## src/rtl/tdpt_pkg.sv

```systemverilog
`timescale 1ns / 1ps
`default_nettype none
// ----------------------------------------------------------------------------
// tdpt_pkg: shared constants and types of the trial division prime tester
// Widths of the candidate, the trial divisor and the divider's bit counter,
// plus the status record that the divider hands to the controller.
// ----------------------------------------------------------------------------
package tdpt_pkg;

   // Width of the number under test.
   localparam int NUMBER_WIDTH = 32;

   // A divisor never needs to exceed sqrt(2^NUMBER_WIDTH) + 1.
   localparam int DIV_W = NUMBER_WIDTH / 2 + 1;

   // Bit counter of the serial divider counts NUMBER_WIDTH-1 down to 0.
   localparam int CNT_W = $clog2(NUMBER_WIDTH);

   // Configuration register indexes.
   localparam logic REG_EVEN_SCREEN = 1'b0;
   localparam logic REG_SIX_K       = 1'b1;

   // Divider status toward the controller.
   typedef struct packed {
      logic                    done;
      logic [NUMBER_WIDTH-1:0] quotient;
      logic                    rem_zero;
   } div_status_type;

endpackage
`default_nettype wire

```

## src/rtl/tdpt_divider.sv

```systemverilog
`timescale 1ns / 1ps
`default_nettype none
// ----------------------------------------------------------------------------
// tdpt_divider: bit-serial restoring divider
// Shifts the numerator in one bit per cycle, MSB first, and develops the
// quotient in the same shift register; the remainder stays divisor-wide.
// ----------------------------------------------------------------------------
module tdpt_divider
   import tdpt_pkg::*;
(
   input  wire logic                    clock,
   input  wire logic                    reset,
   input  wire logic                    start,
   input  wire logic [NUMBER_WIDTH-1:0] numerator,
   input  wire logic [DIV_W-1:0]        divisor,
   output      div_status_type          status
);

   logic                    busy_ff, busy_in;
   logic                    done_ff, done_in;
   logic [CNT_W-1:0]        count_ff, count_in;
   logic [NUMBER_WIDTH-1:0] work_ff, work_in;
   logic [DIV_W-1:0]        rem_ff, rem_in;
   logic [DIV_W-1:0]        div_ff, div_in;
   logic [DIV_W:0]          trial;
   logic [DIV_W:0]          diff;

   // One restoring step: bring down the next numerator bit and try to subtract.
   assign trial = {rem_ff, work_ff[NUMBER_WIDTH-1]};
   assign diff  = trial - {1'b0, div_ff};

   always_comb begin
      busy_in  = busy_ff;
      done_in  = 1'b0;
      count_in = count_ff;
      work_in  = work_ff;
      rem_in   = rem_ff;
      div_in   = div_ff;
      if (start) begin
         busy_in  = 1'b1;
         count_in = CNT_W'(NUMBER_WIDTH - 1);
         work_in  = numerator;
         rem_in   = '0;
         div_in   = divisor;
      end else if (busy_ff) begin
         if (trial >= {1'b0, div_ff}) begin
            rem_in  = diff[DIV_W-1:0];
            work_in = {work_ff[NUMBER_WIDTH-2:0], 1'b1};
         end else begin
            rem_in  = trial[DIV_W-1:0];
            work_in = {work_ff[NUMBER_WIDTH-2:0], 1'b0};
         end
         if (count_ff == '0) begin
            busy_in = 1'b0;
            done_in = 1'b1;
         end else begin
            count_in = count_ff - CNT_W'(1);
         end
      end
   end

   // Control flags reset; the data path does not need it.
   always_ff @(posedge clock) begin
      if (reset) begin
         busy_ff <= 1'b0;
         done_ff <= 1'b0;
      end else begin
         busy_ff <= busy_in;
         done_ff <= done_in;
      end
      count_ff <= count_in;
      work_ff  <= work_in;
      rem_ff   <= rem_in;
      div_ff   <= div_in;
   end

   assign status.done     = done_ff;
   assign status.quotient = work_ff;
   assign status.rem_zero = (rem_ff == '0);

endmodule
`default_nettype wire

```

## src/rtl/trial_division_prime_test_core.sv

```systemverilog
`timescale 1ns / 1ps
`default_nettype none
// ----------------------------------------------------------------------------
// trial_division_prime_test_core: primality test by trial division
// Accepts one 32-bit number per request and returns the number together with
// a flag that tells whether it is prime.
// ----------------------------------------------------------------------------
// Usage:
// A request on req_* carries the candidate; one test runs at a time and
// req_tready is high only while the core is idle. Each result is parked in an
// output register, so a new request is taken while the last result waits.
// Each trial divisor passes through a stepping state and then the bit-serial
// divider. Numbers up to two, and even numbers with even skipping on, answer
// without any divider pass. A 32-bit prime near the top of the range tries
// 32768 divisors. Under the 6k+-1 wheel a skipped divisor only takes a
// stepping state. Writes on csr_* set even skipping (index 0) and the wheel
// (index 1); they are to be made only while the core is idle, which the core
// itself does not enforce. Reset is synchronous and active high: the core
// goes idle, the output register empties, even skipping turns on and the
// wheel off. When the receiver stalls, the result holds in rsp_* and a
// finished test waits until the output register is free.
// ----------------------------------------------------------------------------
module trial_division_prime_test_core
   import tdpt_pkg::*;
(
   input  wire logic        clock,
   input  wire logic        reset,
   // Request channel.
   input  wire logic        req_tvalid,
   output      logic        req_tready,
   input  wire logic [31:0] req_tdata,   // [31:0] candidate
   // Response channel.
   output      logic        rsp_tvalid,
   input  wire logic        rsp_tready,
   output      logic [31:0] rsp_tdata,   // [31:0] tested_number
   output      logic [0:0]  rsp_tuser,   // [0] is_prime
   // Configuration write port.
   input  wire logic        csr_we,
   input  wire logic        csr_index,
   input  wire logic        csr_wdata
);

   localparam logic [1:0] ST_IDLE   = 2'd0;
   localparam logic [1:0] ST_DIVIDE = 2'd1;
   localparam logic [1:0] ST_STEP   = 2'd2;
   localparam logic [1:0] ST_FINISH = 2'd3;

   logic [1:0]              state_ff, state_in;
   logic                    even_screen_ff, even_screen_in;
   logic                    six_k_ff, six_k_in;
   logic [NUMBER_WIDTH-1:0] held_ff, held_in;
   logic [DIV_W-1:0]        divisor_ff, divisor_in;
   logic [2:0]              mod6_ff, mod6_in;
   logic                    prime_ff, prime_in;
   logic                    rsp_valid_ff, rsp_valid_in;
   logic [31:0]             rsp_data_ff, rsp_data_in;
   logic                    rsp_prime_ff, rsp_prime_in;
   logic                    div_start;
   div_status_type          div_status;
   logic                    req_fire;
   logic                    divisor_too_big;
   logic [NUMBER_WIDTH-1:0] req_number;

   assign req_tready = (state_ff == ST_IDLE);
   assign req_fire   = req_tvalid && req_tready;

   // Only the low NUMBER_WIDTH bits of the candidate take part.
   assign req_number = NUMBER_WIDTH'(req_tdata);

   // Loop ends once the divisor is larger than the quotient.
   assign divisor_too_big =
      {{(NUMBER_WIDTH - DIV_W){1'b0}}, divisor_ff} > div_status.quotient;

   tdpt_divider u_divider (
      .clock     (clock),
      .reset     (reset),
      .start     (div_start),
      .numerator (held_ff),
      .divisor   (divisor_in),
      .status    (div_status)
   );

   // Configuration registers.
   always_comb begin
      even_screen_in = even_screen_ff;
      six_k_in       = six_k_ff;
      if (csr_we) begin
         case (csr_index)
            REG_EVEN_SCREEN: even_screen_in = csr_wdata;
            REG_SIX_K:       six_k_in       = csr_wdata;
            default:         ;
         endcase
      end
   end

   // Test sequencer: screens small numbers and, with even skipping on, even numbers, then steps divisors.
   always_comb begin
      state_in     = state_ff;
      held_in      = held_ff;
      divisor_in   = divisor_ff;
      mod6_in      = mod6_ff;
      prime_in     = prime_ff;
      div_start    = 1'b0;
      rsp_valid_in = rsp_valid_ff && !rsp_tready;
      rsp_data_in  = rsp_data_ff;
      rsp_prime_in = rsp_prime_ff;
      case (state_ff)
         ST_IDLE: begin
            if (req_fire) begin
               held_in = req_number;
               if (req_number < NUMBER_WIDTH'(2)) begin
                  prime_in = 1'b0;
                  state_in = ST_FINISH;
               end else if (req_number == NUMBER_WIDTH'(2)) begin
                  prime_in = 1'b1;
                  state_in = ST_FINISH;
               end else if (!req_number[0]) begin
                  if (even_screen_ff) begin
                     prime_in = 1'b0;
                     state_in = ST_FINISH;
                  end else begin
                     // Try 2 as the first divisor.
                     divisor_in = DIV_W'(2);
                     mod6_in    = 3'd2;
                     state_in   = ST_STEP;
                  end
               end else begin
                  divisor_in = DIV_W'(3);
                  mod6_in    = 3'd3;
                  state_in   = ST_STEP;
               end
            end
         end
         ST_STEP: begin
            // Under the wheel, odd multiples of three past 3 itself are skipped.
            if (six_k_ff && (mod6_ff == 3'd3) && (divisor_ff != DIV_W'(3))) begin
               divisor_in = divisor_ff + DIV_W'(2);
               mod6_in    = 3'd5;
            end else begin
               div_start = 1'b1;
               state_in  = ST_DIVIDE;
            end
         end
         ST_DIVIDE: begin
            if (div_status.done) begin
               if (divisor_too_big) begin
                  prime_in = 1'b1;
                  state_in = ST_FINISH;
               end else if (div_status.rem_zero) begin
                  prime_in = 1'b0;
                  state_in = ST_FINISH;
               end else begin
                  // Next odd divisor; the residue mod 6 steps through 3, 5, 1 in turn.
                  divisor_in = (divisor_ff == DIV_W'(2)) ? DIV_W'(3)
                                                         : divisor_ff + DIV_W'(2);
                  case (mod6_ff)
                     3'd1:    mod6_in = 3'd3;
                     3'd2:    mod6_in = 3'd3;
                     3'd3:    mod6_in = 3'd5;
                     3'd5:    mod6_in = 3'd1;
                     default: mod6_in = 3'd3;
                  endcase
                  state_in = ST_STEP;
               end
            end
         end
         ST_FINISH: begin
            // Hand the result over once the output register is free.
            if (!rsp_valid_ff || rsp_tready) begin
               rsp_valid_in = 1'b1;
               rsp_data_in  = 32'(held_ff);
               rsp_prime_in = prime_ff;
               state_in     = ST_IDLE;
            end
         end
         default: state_in = ST_IDLE;
      endcase
   end

   always_ff @(posedge clock) begin
      if (reset) begin
         state_ff       <= ST_IDLE;
         even_screen_ff <= 1'b1;
         six_k_ff       <= 1'b0;
         rsp_valid_ff   <= 1'b0;
      end else begin
         state_ff       <= state_in;
         even_screen_ff <= even_screen_in;
         six_k_ff       <= six_k_in;
         rsp_valid_ff   <= rsp_valid_in;
      end
      held_ff      <= held_in;
      divisor_ff   <= divisor_in;
      mod6_ff      <= mod6_in;
      prime_ff     <= prime_in;
      rsp_data_ff  <= rsp_data_in;
      rsp_prime_ff <= rsp_prime_in;
   end

   assign rsp_tvalid   = rsp_valid_ff;
   assign rsp_tdata    = rsp_data_ff;
   assign rsp_tuser[0] = rsp_prime_ff;

endmodule
`default_nettype wire

```

## config.mk

```make
export PLATFORM = sky130hd
export DESIGN_NAME = trial_division_prime_test_core
export DESIGN_NICKNAME = d
export VERILOG_FILES = /design/src/rtl/tdpt_pkg.sv /design/src/rtl/tdpt_divider.sv /design/src/rtl/trial_division_prime_test_core.sv
export SDC_FILE = /design/constraint.sdc
export NUM_CORES = 1
export LEC_CHECK = 0
export ABC_AREA = 1
export BUFFER_PORTS_ARGS = -buffer_cell sky130_fd_sc_hd__buf_4
export CAP_MARGIN = 5
export CORE_MARGIN = 2
export CORE_UTILIZATION = 31
export CTS_BUF_LIST = sky130_fd_sc_hd__clkbuf_8
export DETAILED_ROUTE_END_ITERATION = 12
export SLEW_MARGIN = 20
export SYNTH_ARGS = -nofsm -noshare
export SYNTH_HDL_FRONTEND = slang
export SYNTH_HIERARCHICAL = 1
export SYNTH_SLANG_ARGS = --single-unit
```

## constraint.sdc

```tcl
create_clock -name clock -period 5.5 [get_ports clock]
set_input_delay 0.275 -clock clock [delete_from_list [all_inputs] [get_ports clock]]
set_output_delay 0.275 -clock clock [all_outputs]
set_load 0.05 [all_outputs]
```

==> impl_metrics.json <==
{
  "synth_top_area_cell": "edfxtp_1",
  "grt_pass1_wl_um": 38400,
  "syn-num-nets": 1203,
  "crit_slowest_cell": "dlygate4sd3_1",
  "post-dp-hpwl_um": 16500,
  "ys.flop_type": "edfxtp_1",
  "htree_levels": 4,
  "antenna_found_initial": 0,
  "ys_seq_area_frac": 0.488,
  "synth_warnings": 6,
  "worst_r2r_path_depth": 11,
  "core_sq_mm": 0.0289,
  "drv_cap": 0,
  "firstDrtPassIters": 5,
  "die_w_um": 176,
  "swShare": 0.455,
  "rsz0062_at_grt": "no",
  "dp.cells": 1551,
  "crit_fanout": 15,
  "clk_pin_slew_ps": 90,
  "ys_ff_latch": 164,
  "fmax_mhz": 342,
  "die_y_um": 176,
  "grt_max_degree": 54,
  "rows": 62,
  "internal-power_uw": 2960,
  "combPwrFrac": 0.443,
  "powerDensity_mw_per_mm2": 506,
  "avgSynthCellArea_sq_um": 8.15,
  "ctsResizeCount": 0,
  "power_frac_clock": 0.156,
  "n_antenna_cell": 0,
  "finalSetupTns_ps": 0,
  "wl_um": 23200,
  "fin_hold_ws_ps": 39.2,
  "grt.total_usage": 0.155,
  "crit_start": "req_tdata[29]",
  "path_class": "in -> reg",
  "r2r_setup_slack_ps": 2620,
  "crit_path_max_incr_delay_ps": 540,
  "ir_drop_uv": 230,
  "status": "completed",
  "post-cts-setup-buffers": 0,
  "overflow": 0,
  "synth_most_common_cell": "nand2_1",
  "worstPathRequired_ps": 5750,
  "syn2layout_area_growth_pct": 17.2,
  "cp-end-kind": "register",
  "setup_viol": 0,
  "synthTopCellsByCount": "nand2_1 (357), inv_1 (139), edfxtp_1 (118)",
  "synth_top_area_frac": 0.387,
  "postCtsHoldBufs": 32,
  "cp.arrival_ps": 3170,
  "crit_path_end": "u_divider/div_ff[16]$_DFFE_PP_",
  "io_pins": 74,
  "vias": 7715,
  "die-area_sq_mm": 0.0309,
  "fin_cells": 1616,
  "synthCells": 1122,
  "fin_skew_ps": 30.8,
  "worst_pin_slew_ps": 986,
  "cts.sinks": 164,
  "root_buffer": "clkbuf_8",
  "worstReg2RegStart": "divisor_ff[6]$_DFF_P_",
  "wl_per_cell_um": 14.3,
  "cts_tree": "done",
  "p_switching_uw": 2470,
  "startpoint_type": "input pin",
  "cts_buffer_depth": 2,
  "drive_gt1_frac": 0.120,
  "hold_violations": 0,
  "drt-initial-drc-count": 507,
  "path_buf_inv": 3,
  "relSlewSlack": 0.342,
  "timing.final.crit_period_ps": 2920,
  "seq_power_share": 0.401,
  "viasPerCell": 4.77,
  "p_leak_uw": 0.00490,
  "async_reset_ff_frac": 0,
  "syn_area_sq_mm": 0.00915,
  "initial_core_util": 0.317,
  "antenna_left": 0,
  "numCtsBuffers": 17,
  "hold_path_class": "in -> reg",
  "grt_pass1_vias": 7531,
  "synthTopCellsByArea": "edfxtp_1 (39%), nand2_1 (15%), dfxtp_1 (10%)",
  "clock_latency_ps": 470,
  "report.final.slew_viol_count": 0,
  "drc": 0,
  "portBuffers": 73,
  "place_congestion": 0.905,
  "cp_num_cells": 13,
  "path_cells": "dlygate4sd3_1, buf_4, nor2_1, nand4_1, nor2_1, nand4_1, nand3_1, nand2_1, nand2_1, nor2_1, nand3_1, inv_1, o21ai_1",
  "num-nets-final": 1300,
  "yosysUniqueCellTypes": 45,
  "path_delay_family": "simple AND/OR/NAND/NOR gates",
  "finalCritPeriodShare": 0.531,
  "worstReg2RegEnd": "u_divider/work_ff[0]$_DFFE_PP_",
  "synth-edff-count": 118,
  "crit_top_cell": "nor2_1"
}
## power by group through the flow
stage               clock network, uW  logic, uW  registers, uW
floorplan                           0       1700           2190
global placement                    0       2330           2190
detailed placement                  0       2360           2200
CTS                               874       2390           2180
global route                      926       2710           2220
finish                            847       2410           2170
## placed cells by master, fill, tap and decap left out, drive strengths merged, types with 11 or more instances in the layout
cell,synthesis,routed
nand2,365,365
inv,147,157
edfxtp,118,118
nor2,108,108
nand3,85,85
buf,19,78
a21oi,54,54
dfxtp,46,46
ha,41,41
dlygate4sd3,0,32
o21ai,32,32
nand4,21,21
clkbuf,13,17
nor3,15,15
nor4,11,11
## kinds of logic (layout without fill, tap and decap cells)
logic type | count (synthesis) | count (layout) | synth area share
AND/OR/NAND/NOR | 623 | 623 | 0.297
XOR/XNOR | 14 | 14 | 0.0134
buffers and inverters | 179 | 289 | 0.0854
adder cells (fa/ha/maj) | 42 | 42 | 0.0583
flip-flops | 164 | 164 | 0.488
AO/OA/AOI/OAI | 100 | 100 | 0.0583
## metrics by stage
step	instance area (sq um)	setup WS (ps)	power, uW	util
2_1_floorplan	9150	2200	3890	-
3_3_place_gp	9990	2630	4520	0.346
3_5_place_dp	10000	2650	4560	0.346
4_1_cts	10700	2580	5440	0.370
5_1_grt	10700	2320	5860	0.371
6_report	10700	2580	5430	0.371
## flip-flops by register name, indices dropped and copies added (netlist names)
name / flops
held_ff: 32
rsp_tdata: 32
u_divider/work_ff: 32
divisor_ff: 17
u_divider/div_ff: 17
u_divider/rem_ff: 17
u_divider/count_ff: 5
mod6_ff: 3
state_ff: 2
even_screen_ff: 1
prime_ff: 1
rsp_tuser: 1
rsp_tvalid: 1
six_k_ff: 1
u_divider/busy_ff: 1
u_divider/done_ff: 1
## worst min path at each step
stage                               start                      end  slack, ps  cells past startpoint
floorplan                           reset    rsp_tvalid$_SDFF_PP0_        340                      1
detailed placement  held_ff[28]$_DFFE_PP_  rsp_tdata[28]$_DFFE_PP_        440                      0
finish                       req_tdata[0]     held_ff[0]$_DFFE_PP_         40                      1
global placement     held_ff[1]$_DFFE_PP_   rsp_tdata[1]$_DFFE_PP_        430                      0
global route                 req_tdata[0]     held_ff[0]$_DFFE_PP_         10                      1
CTS                          req_tdata[0]     held_ff[0]$_DFFE_PP_         10                      1
## area by class of cell
cell class,count,area [sq um]
Tap cell,384,480
Clock inverter,15,138
Sequential cell,164,4460
Timing Repair Buffer,110,926
Fill cell,2930,18100
Multi-Input combinational cell,779,3920
Clock buffer,17,234
Inverter,147,552
## routing by layer
layer / vias up / track usage / wire length [um]
met5: - / 0 / 0
met4: 0 / 0.0530 / 513
met3: 39 / 0.0297 / 1190
met2: 228 / 0.255 / 10800
met1: 3593 / 0.203 / 10700
li1: 3855 / - / -
Power figures use the tool's default switching activity.
